[config.mk]
export PLATFORM = sky130hd
export DESIGN_NAME = trigger_decay_envelope_vca
export DESIGN_NICKNAME = d
export VERILOG_FILES = /design/src/hw/rtl/tdev_pkg.sv /design/src/hw/rtl/tdev_env_mem.sv /design/src/hw/rtl/trigger_decay_envelope_vca.sv
export SDC_FILE = /design/constraint.sdc
export NUM_CORES = 2
export LEC_CHECK = 0
export ABC_AREA = 1
export BUFFER_PORTS_ARGS = -buffer_cell sky130_fd_sc_hd__buf_2
export CAP_MARGIN = 25
export CELL_PAD_IN_SITES_DETAIL_PLACEMENT = 0
export CELL_PAD_IN_SITES_GLOBAL_PLACEMENT = 1
export CORE_ASPECT_RATIO = 0.6
export CORE_UTILIZATION = 35
export DETAILED_ROUTE_END_ITERATION = 8
export GPL_TIMING_DRIVEN = 0
export HOLD_SLACK_MARGIN = 0.02
export PLACE_DENSITY_LB_ADDON = 0.1
export SYNTH_ARGS = -nofsm -noshare
export SYNTH_HDL_FRONTEND = slang
export SYNTH_SLANG_ARGS = --single-unit
[constraint.sdc]
create_clock -name clk -period 16.16 [get_ports clk]
set_input_delay 3.232 -clock clk [delete_from_list [all_inputs] [get_ports clk]]
set_output_delay 3.232 -clock clk [all_outputs]
set_load 0.005 [all_outputs]
[src/hw/rtl/tdev_pkg.sv]
package tdev_pkg;

  localparam int ENV_W   = 25;
  localparam int COEFF_W = 24;
  localparam int VOLT_W  = 14;
  localparam int SAMPLE_W = 16;
  localparam int CFG_W   = 25;
  localparam int CFG_IDX_W = 2;

  localparam logic [ENV_W-1:0] FULL_SCALE = ENV_W'(1) << 24;

  typedef logic [CFG_IDX_W-1:0] cfg_idx_t;
  localparam cfg_idx_t CFG_DECAY_COEFF       = 2'd0;
  localparam cfg_idx_t CFG_TRIGGER_THRESHOLD = 2'd1;
  localparam cfg_idx_t CFG_FLOOR_LEVEL       = 2'd2;

  // One channel's stored state.
  typedef struct packed {
    logic             was_high;
    logic [ENV_W-1:0] level;
  } env_entry_t;

  // Envelope fraction (2^24 = 5 V) to volts at 1 V = 2048: env * 10240 >> 24.
  function automatic logic [VOLT_W-1:0] to_volts(input logic [ENV_W-1:0] env);
    logic [38:0] ext;
    logic [38:0] scaled;
    ext    = 39'(env);
    scaled = (ext << 13) + (ext << 11);
    return scaled[37:24];
  endfunction

endpackage

[src/hw/rtl/tdev_env_mem.sv]
module tdev_env_mem #(
  parameter int CHANNELS = 16,
  parameter int AW       = 4
) (
  input  logic                clk,
  input  logic                rst,
  input  logic                re,
  input  logic [AW-1:0]       raddr,
  output tdev_pkg::env_entry_t rdata,
  input  logic                we,
  input  logic [AW-1:0]       waddr,
  input  tdev_pkg::env_entry_t wdata
);
  import tdev_pkg::*;

  env_entry_t          mem [CHANNELS];
  logic [CHANNELS-1:0] valid;
  env_entry_t          rdata_q;
  logic                rvalid_q;

  always_ff @(posedge clk) begin
    if (we) begin
      mem[waddr] <= wdata;
    end
  end

  // Entries never written read as zero.
  always_ff @(posedge clk) begin
    if (rst) begin
      valid <= '0;
    end else if (we) begin
      valid[waddr] <= 1'b1;
    end
  end

  always_ff @(posedge clk) begin
    if (rst) begin
      rvalid_q <= 1'b0;
    end else if (re) begin
      rvalid_q <= valid[raddr];
    end
  end

  always_ff @(posedge clk) begin
    if (re) begin
      rdata_q <= mem[raddr];
    end
  end

  assign rdata = rvalid_q ? rdata_q : '0;

endmodule

[src/hw/rtl/trigger_decay_envelope_vca.sv]
// Polyphonic trigger-decay envelope with VCA. Each input beat is one sample
// of one channel: a trigger level and an audio sample. A rising edge of the
// trigger through trigger_threshold sets the channel's envelope to full scale
// (5 V); otherwise the envelope is multiplied by decay_coeff / 2^24 and snaps
// to zero below floor_level. Each input beat yields one output beat with the
// envelope in volts (1 V = 2048), the audio scaled by envelope / 5 V, and the
// peak envelope of the frame so far; the peak clears after the beat marked
// frame_last. Channels at or above CHANNELS keep no state and give a zero
// envelope. Per-channel state sits in a one-port-read, one-port-write memory
// with a registered read. Each beat passes through memory read, decay
// multiply, envelope update and write-back, audio multiply and peak update,
// and output load; the next beat is taken in the cycle the output register
// loads, so beats do not overlap, and a low out_ready stalls the next beat.
// Write configuration only while no beat is in flight.
module trigger_decay_envelope_vca #(
  parameter int CHANNELS = 16
) (
  input  logic                                clk,
  input  logic                                rst,
  // configuration
  input  logic                                cfg_we,
  input  logic [tdev_pkg::CFG_IDX_W-1:0]      cfg_index,
  input  logic [tdev_pkg::CFG_W-1:0]          cfg_data,
  // input channel
  input  logic                                in_valid,
  output logic                                in_ready,
  input  logic [3:0]                          channel,
  input  logic signed [tdev_pkg::SAMPLE_W-1:0] trigger_level,
  input  logic signed [tdev_pkg::SAMPLE_W-1:0] audio_in,
  input  logic                                frame_last,
  // output channel
  output logic                                out_valid,
  input  logic                                out_ready,
  output logic [3:0]                          channel_out,
  output logic [tdev_pkg::VOLT_W-1:0]         envelope_out,
  output logic signed [tdev_pkg::SAMPLE_W-1:0] audio_out,
  output logic [tdev_pkg::VOLT_W-1:0]         peak_envelope,
  output logic                                frame_end
);
  import tdev_pkg::*;

  localparam int AW = (CHANNELS > 1) ? $clog2(CHANNELS) : 1;

  typedef enum logic [1:0] {
    S_IDLE,
    S_LOOK,
    S_DECAY,
    S_SCALE
  } state_t;

  // S_SCALE is followed by the emit step, which runs in S_IDLE and waits there
  // while the output register is busy; track it with a flag.
  state_t state;
  logic   emit_pending;

  // configuration registers
  logic [COEFF_W-1:0]         decay_coeff;
  logic signed [SAMPLE_W-1:0] trigger_threshold;
  logic [ENV_W-1:0]           floor_level;

  // item registers
  logic [3:0]                 ch;
  logic signed [SAMPLE_W-1:0] trig;
  logic signed [SAMPLE_W-1:0] audio;
  logic                       last;
  logic                       in_range;
  logic                       rise;
  logic                       high;
  logic [ENV_W+COEFF_W-1:0]   decay_prod;
  logic [ENV_W-1:0]           env;
  logic signed [SAMPLE_W+ENV_W:0] audio_prod;
  logic [ENV_W-1:0]           peak;

  // memory interface
  logic       mem_re;
  logic       mem_we;
  env_entry_t mem_rdata;
  env_entry_t mem_wdata;

  logic             accept;
  logic             out_free;
  logic             emit;
  logic             chan_ok;
  logic             high_now;
  logic [ENV_W-1:0] decayed;
  logic [ENV_W-1:0] env_next;
  logic [ENV_W-1:0] peak_next;

  // Configuration writes; unknown indexes are dropped.
  always_ff @(posedge clk) begin
    if (rst) begin
      decay_coeff       <= COEFF_W'(16431270);
      trigger_threshold <= SAMPLE_W'(2048);
      floor_level       <= ENV_W'(3355);
    end else if (cfg_we) begin
      unique case (cfg_index)
        CFG_DECAY_COEFF:       decay_coeff       <= cfg_data[COEFF_W-1:0];
        CFG_TRIGGER_THRESHOLD: trigger_threshold <= cfg_data[SAMPLE_W-1:0];
        CFG_FLOOR_LEVEL:       floor_level       <= cfg_data[ENV_W-1:0];
        default: ;
      endcase
    end
  end

  assign out_free = !out_valid || out_ready;
  // Emit once the scaled result is ready and the output register is free.
  assign emit     = emit_pending && out_free;
  // Take a new beat when nothing is in flight, or in the cycle the current
  // result leaves for the output register.
  assign in_ready = (state == S_IDLE) && (!emit_pending || out_free);
  assign accept   = in_valid && in_ready;
  assign chan_ok  = 32'(channel) < CHANNELS;
  assign mem_re   = accept && chan_ok;

  // Trigger edge, evaluated in S_LOOK as the memory read returns, and the decayed level from the registered product.
  assign high_now = trig >= trigger_threshold;
  assign decayed  = decay_prod[ENV_W+COEFF_W-1:COEFF_W];

  always_comb begin
    if (!in_range) begin
      env_next = '0;
    end else if (rise) begin
      env_next = FULL_SCALE;
    end else if (decayed < floor_level) begin
      env_next = '0;
    end else begin
      env_next = decayed;
    end
  end

  assign mem_we         = (state == S_DECAY) && in_range;
  assign mem_wdata.was_high = high;
  assign mem_wdata.level    = env_next;

  assign peak_next = (env > peak) ? env : peak;

  tdev_env_mem #(
    .CHANNELS (CHANNELS),
    .AW       (AW)
  ) u_env_mem (
    .clk   (clk),
    .rst   (rst),
    .re    (mem_re),
    .raddr (AW'(channel)),
    .rdata (mem_rdata),
    .we    (mem_we),
    .waddr (AW'(ch)),
    .wdata (mem_wdata)
  );

  always_ff @(posedge clk) begin
    if (rst) begin
      state        <= S_IDLE;
      emit_pending <= 1'b0;
      out_valid    <= 1'b0;
      peak         <= '0;
    end else begin
      // Load a new result, or drop the output beat once taken.
      if (emit) begin
        out_valid     <= 1'b1;
        channel_out   <= ch;
        envelope_out  <= to_volts(env);
        audio_out     <= audio_prod[SAMPLE_W+COEFF_W-1:COEFF_W];
        peak_envelope <= to_volts(peak);
        frame_end     <= last;
        emit_pending  <= 1'b0;
        // Clear the running peak after reporting the frame's last channel.
        if (last) begin
          peak <= '0;
        end
      end else if (out_valid && out_ready) begin
        out_valid <= 1'b0;
      end

      unique case (state)
        S_IDLE: begin
          if (accept) begin
            ch       <= channel;
            trig     <= trigger_level;
            audio    <= audio_in;
            last     <= frame_last;
            in_range <= chan_ok;
            state    <= S_LOOK;
          end
        end
        S_LOOK: begin
          // Memory data is valid now.
          high       <= high_now;
          rise       <= in_range && high_now && !mem_rdata.was_high;
          decay_prod <= (ENV_W+COEFF_W)'(mem_rdata.level) *
                        (ENV_W+COEFF_W)'(decay_coeff);
          state      <= S_DECAY;
        end
        S_DECAY: begin
          // Write back happens this cycle through mem_we.
          env   <= env_next;
          state <= S_SCALE;
        end
        S_SCALE: begin
          audio_prod   <= (SAMPLE_W+ENV_W+1)'(audio) *
                          (SAMPLE_W+ENV_W+1)'($signed({1'b0, env}));
          peak         <= peak_next;
          emit_pending <= 1'b1;
          state        <= S_IDLE;
        end
        default: state <= S_IDLE;
      endcase
    end
  end

endmodule
* Word level (Yosys, flattened, before mapping)
Memory sizes are Yosys's and may differ from the RTL's. A register that Yosys moved wholly into a read port is not among the register bits. Cells that the tools add are included.
Operators by class: add/subtract/negate cells 2, multipliers 2, $lt $le $gt $ge 6, equality and inequality tests 7, muxes and demuxes 19, bitwise operators 2, reductions and logical operators 25
Operators by type and width (count):
- 25-bit 2-to-1 mux | 6
- 38-bit by 36-bit adder with 38-bit output | 2
- 25-bit by 24-bit multiplier with 49-bit output | 1
- 16-bit by 26-bit multiplier with 40-bit output | 1
- 26-bit 2-to-1 mux | 1
- 25-bit greater-than comparator | 1
- 25-bit < comparator | 1
- 16-bit >= comparator | 1
- 16-bit OR | 1
- 2-bit AND reduction | 7
- 4-bit by 5-bit < comparator with 1-bit output (second input constant) | 2
- 1-bit 2-to-1 mux | 8
- 2-bit one-hot mux with 4 select lines | 1
- 2-bit == test (second input constant) | 3
- 1-bit logical AND | 6
- 3-bit AND reduction | 2
- 2-bit nonzero test | 3
- 1-bit binary-select mux with 4-bit select | 1
- 1-bit demux with 4-bit select | 1
- 2-bit by 1-bit == test with 1-bit output (second input constant) | 2
- 4-bit by 1-bit >= comparator with 1-bit output (second input constant) | 1
- 2-bit logical NOT | 2
- 2-bit != test (second input constant) | 2
- 1-bit logical NOT | 3
- 3 further kinds | 4
Word-level totals: register bits after elaboration 313, memory bits (writable) 416, output and inout bits 51, logic and storage cells 87, memories kept 1
Memory list:
- u_env_mem.mem | depth 16, bits a word 26, read ports 1, clocked after memory_dff 1, wr ports 1, RTL line tdev_env_mem.sv:16 | env_entry_t mem [CHANNELS];

* Logic depth before layout (Yosys ltp)
depth after elaboration 7, depth in mapped cells 32

* By module
Synthesis repeated with hierarchy kept, for this count alone.
Second synthesis, totals: cells, all modules 7388, area, all modules 64710.8 µm²
By module, submodules not included:
- trigger_decay_envelope_vca | instances 1, cells an instance 5981, area each 46598.4 µm²
- tdev_env_mem | instances 1, cells an instance 1407, area each 18112.4 µm²

* Least setup slack after synthesis
No wires, ideal clock.
path kind input-to-output, start input port out_ready, end output port in_ready, arrival 3542 ps, path slack 9386 ps, stages on the path 6, path buffers 0, cells stage by stage inv_1 nand2_1 nor2_1 inv_1 nand2_1 inv_1
On the way: cells in the longest elaborated chain, start to end 3
RTL lines:
- start, declared | RTL line trigger_decay_envelope_vca.sv:33 | input logic out_ready,
- 1-bit logical OR | RTL line trigger_decay_envelope_vca.sv:105 | assign out_free = !out_valid || out_ready;
- 1-bit logical OR | RTL line trigger_decay_envelope_vca.sv:110 | assign in_ready = (state == S_IDLE) && (!emit_pending || out_free);
- 1-bit logical AND | RTL line trigger_decay_envelope_vca.sv:110
- end, declared | RTL line trigger_decay_envelope_vca.sv:26 | output logic in_ready,
Every way passes these cells.

* Worst setup path in the final report
start register decay_coeff[20], end register decay_prod[30] (data pin)
On the way: cells in the longest elaborated chain, start to end 1
RTL lines:
- start, declared | RTL line trigger_decay_envelope_vca.sv:57 | logic [COEFF_W-1:0] decay_coeff;
- start signal, assigned | RTL line trigger_decay_envelope_vca.sv:97 | CFG_DECAY_COEFF: decay_coeff <= cfg_data[COEFF_W-1:0];
- 25-bit by 24-bit multiplier with 49-bit output | RTL line trigger_decay_envelope_vca.sv:190 | decay_prod <= (ENV_W+COEFF_W)'(mem_rdata.level) *
- end signal, assigned | RTL line trigger_decay_envelope_vca.sv:190
- end, declared | RTL line trigger_decay_envelope_vca.sv:69 | logic [ENV_W+COEFF_W-1:0] decay_prod;
Every way passes these cells. A chain may end at the register's enable or synchronous reset.

==> run_results.csv <==
group,metric,value,unit
clock_tree,root_buffer,"clkbuf_16",
critical_path,path_buf_inv,8,
logic_synthesis,async_flop_share,0,%
routing,vias,47936,
sta,skew,0.0324,ns
finish,drive_gt1_share,6.01,%
critical_path,cp_slowest_cell,"clkbuf_1",
placed_design,hpwlAfterDp,195000,um
logic_synthesis,avgSynthCellArea,9.23,um^2
critical_path,rrSetupSlack,7.39,ns
finish,nets,8306,
critical_path,start_kind,"register",
critical_path,required,16.55,ns
sta,finalSetupViolCount,0,
finish,syn2layout_area_growth,12.0,%
sta,hold_viol_final,0,
clock_tree,htreeDepth,3,
clock_tree,clkTransAtPathRegs,0.06,ns
logic_synthesis,synth_cells,6752,
global_route,grt_usage,27.0,%
clock_tree,cts.sinks,707,
routing,drtIter0Drc,4989,
routing,antenna_left,0,
critical_path,critical_path.top_delay_family,"adder cells",
routing,avgRoutedWirePerCell,25.4,um
die,die_y,329,um
die,die_w,547,um
die,rows,119,
placed_design,numPortBuffers,119,
placed_design,gp_congestion,0.903,
die,die_area,180000,um^2
clock_tree,insertion_delay,0.71,ns
sta,fmax,0.114,GHz
outcome,status,"finished clean",
logic_synthesis,synth_fp_nets,8053,
logic_synthesis,synth_cell_type_count,53,
routing,drc,0,
critical_path,worstSetupPathType,"reg2reg",
clock_tree,cts_resized,0,
global_route,grt_pass1_vias,47985,
clock_tree,cts_tree,"built",
critical_path,crit_fanout,10,
routing,routed_wl,240000,um
critical_path,r2r.worst_path.cells,23,
sta,period_share,54.2,%
critical_path,r2r-end,"decay_prod[30]",
flow_run,max-cap-violations,0,
sta,drv_slew,0,
critical_path,critical_path_arrival,9.16,ns
clock_tree,postCtsHoldBufs,0,
logic_synthesis,yosys_warnings,0,
clock_tree,cts_made_buffers,78,
logic_synthesis,synth_seq_cells,707,
logic_synthesis,synth.cell_area,62300,um^2
global_route,grt_overflow,0,
global_route,grt_pass1_wl,347000,um
global_route,grt_max_degree,28,
critical_path,critPathMostFrequentCell,"fa_1",
min_path,whs_path_depth,0,
die,core,176000,um^2
logic_synthesis,ys.flop_type,"edfxtp_1",
sta,relSlewSlack,23.6,%
critical_path,max_stage_delay,0.83,ns
min_path,hp-start,"audio_prod[26]",
sta,tns,0,ns
global_route,antenna_found_initial,14,
critical_path,crit_chain,"clkbuf_1 -> clkinv_1 -> clkbuf_1 -> nor2_1 -> fa_1 -> inv_1 -> fa_1 -> inv_1 -> fa_1 -> fa_1 -> fa_1 -> fa_1 -> inv_1 -> fa_1 -> inv_1 -> ha_1 -> nand2_1 -> nor2_1 -> inv_1 -> nor2_1 -> nand3_1 -> nand2_1 -> xor2_1",
sta,rsz0062_at_grt,"false",
critical_path,cp-end-kind,"register",
die,start_util,35.4,%
logic_synthesis,synth-edff-count,596,
min_path,holdPathEnd,"audio_out[2]",
die,io_pins,120,
routing,post_drt_via_cell_ratio,5.08,
clock_tree,post_cts_buffers,0,
min_path,min_path_type,"reg2reg",
clock_tree,clock_path_buffers,3,
routing,firstDrtPassIters,5,
logic_synthesis,ys_seq_area_share,32.3,%
sta,worstMarginPinSlew,1.13,ns
sta,fin_crit,8.77,ns
critical_path,worstSetupPathDepth,23,
critical_path,reg2reg_from,"decay_coeff[20]",
## routing by layer
metal | track usage, % | vias to the layer above | part of all wire, %
met5 | 0 | - | 0.0075
met4 | 5.71 | 2 | 2.1
met3 | 7.23 | 235 | 10
met2 | 35.2 | 2016 | 37
met1 | 43.5 | 24098 | 50
li1 | - | 21585 | -
## kinds of logic after synthesis
family / share of synthesized area (%)
XOR/XNOR: 0.900
buffers and inverters: 10.2
flip-flops: 32.3
adder cells (fa/ha/maj): 34.6
AND/OR/NAND/NOR: 14.4
AO/OA/AOI/OAI: 7.64
## metrics by stage
stage / setup WS, ns / utilization [%] / std cells / hold WS (ns) / instance area, um^2
after global routing: 7.31 / 39.6 / 9430 / 0.424 / 69800
after global placement: 7.28 / 37.4 / 9230 / 0.406 / 65800
final: 7.39 / 39.6 / 9432 / 0.420 / 69800
after floorplan: 9.39 / - / 6752 / 0.400 / 62300
after CTS: 7.65 / 39.6 / 9430 / 0.421 / 69800
after detailed placement: 7.74 / 38.0 / 9284 / 0.407 / 67000
## cell usage after synthesis, types with 30 or more instances
library cell | n | area share [%]
xor2_1 | 49 | 0.69
nand2_1 | 1229 | 7.4
fa_1 | 822 | 26
o211ai_1 | 56 | 0.67
nor2_1 | 826 | 5.0
dfxtp_1 | 111 | 3.6
buf_2 | 30 | 0.24
nand3_1 | 111 | 0.89
ha_1 | 410 | 8.2
edfxtp_1 | 596 | 29
clkbuf_1 | 253 | 1.5
a21oi_1 | 211 | 1.7
inv_1 | 1334 | 8.0
o221ai_1 | 82 | 1.2
o21ai_0 | 335 | 2.7
## worst reg2reg max path, stage by stage (launching register included)
cell	delay, ns
dfxtp_1	0.30
clkbuf_1	0.83
clkinv_1	0.83
clkbuf_1	0.44
nor2_1	0.21
fa_1	0.44
inv_1	0.10
fa_1	0.40
inv_1	0.08
fa_1	0.44
fa_1	0.52
fa_1	0.44
fa_1	0.50
inv_1	0.06
fa_1	0.61
inv_1	0.08
ha_1	0.45
nand2_1	0.15
nor2_1	0.39
inv_1	0.14
nor2_1	0.16
nand3_1	0.09
nand2_1	0.25
xor2_1	0.59
## layout by cell type, fill, tap and decap left out, types with 111 or more instances in the layout
master / instances
a21oi_1: 211
buf_2: 149
clkbuf_1: 266
dfxtp_1: 111
edfxtp_1: 596
fa_1: 822
ha_1: 410
inv_1: 1334
nand2_1: 1229
nand3_1: 111
nor2_1: 791
o21ai_0: 334
## layout make-up
type                    count  area, um^2
multi-input cells        4383       36000
clock buffers              96        2080
clock inverters            50         657
well taps                2359        2950
plain buffers             307        1240
diodes                      2        5.00
fillers                 17873      106000
inverters                1355        5090
repair buffers            173        1570
flip-flops and latches    707       20100
## flip-flops by register name, summed over array words and instances (netlist names), 2 cells and up
name	count
audio_prod	16
u_env_mem.mem	416
trig	16
u_env_mem.rdata_q	26
env	25
trigger_threshold	16
state	2
floor_level	25
decay_prod	25
peak_envelope	14
ch	4
decay_coeff	24
audio	16
audio_out	16
channel_out	4
envelope_out	14
peak	25
u_env_mem.valid	16
## worst max-delay path by stage
stage                       start              to  slack (ns)
2_1_floorplan           out_ready        in_ready        9.39
3_3_place_gp                  rst   audio_out[12]        7.28
3_5_place_dp   u_env_mem.rvalid_q  decay_prod[30]        7.74
4_1_cts        u_env_mem.rvalid_q  decay_prod[30]        7.65
5_1_grt           decay_coeff[20]  decay_prod[30]        7.31
6_report          decay_coeff[20]  decay_prod[30]        7.39
Power is left out: the tool's default activity adds up to more than one toggle a clock period on the data nets, which glitch-free logic cannot reach.
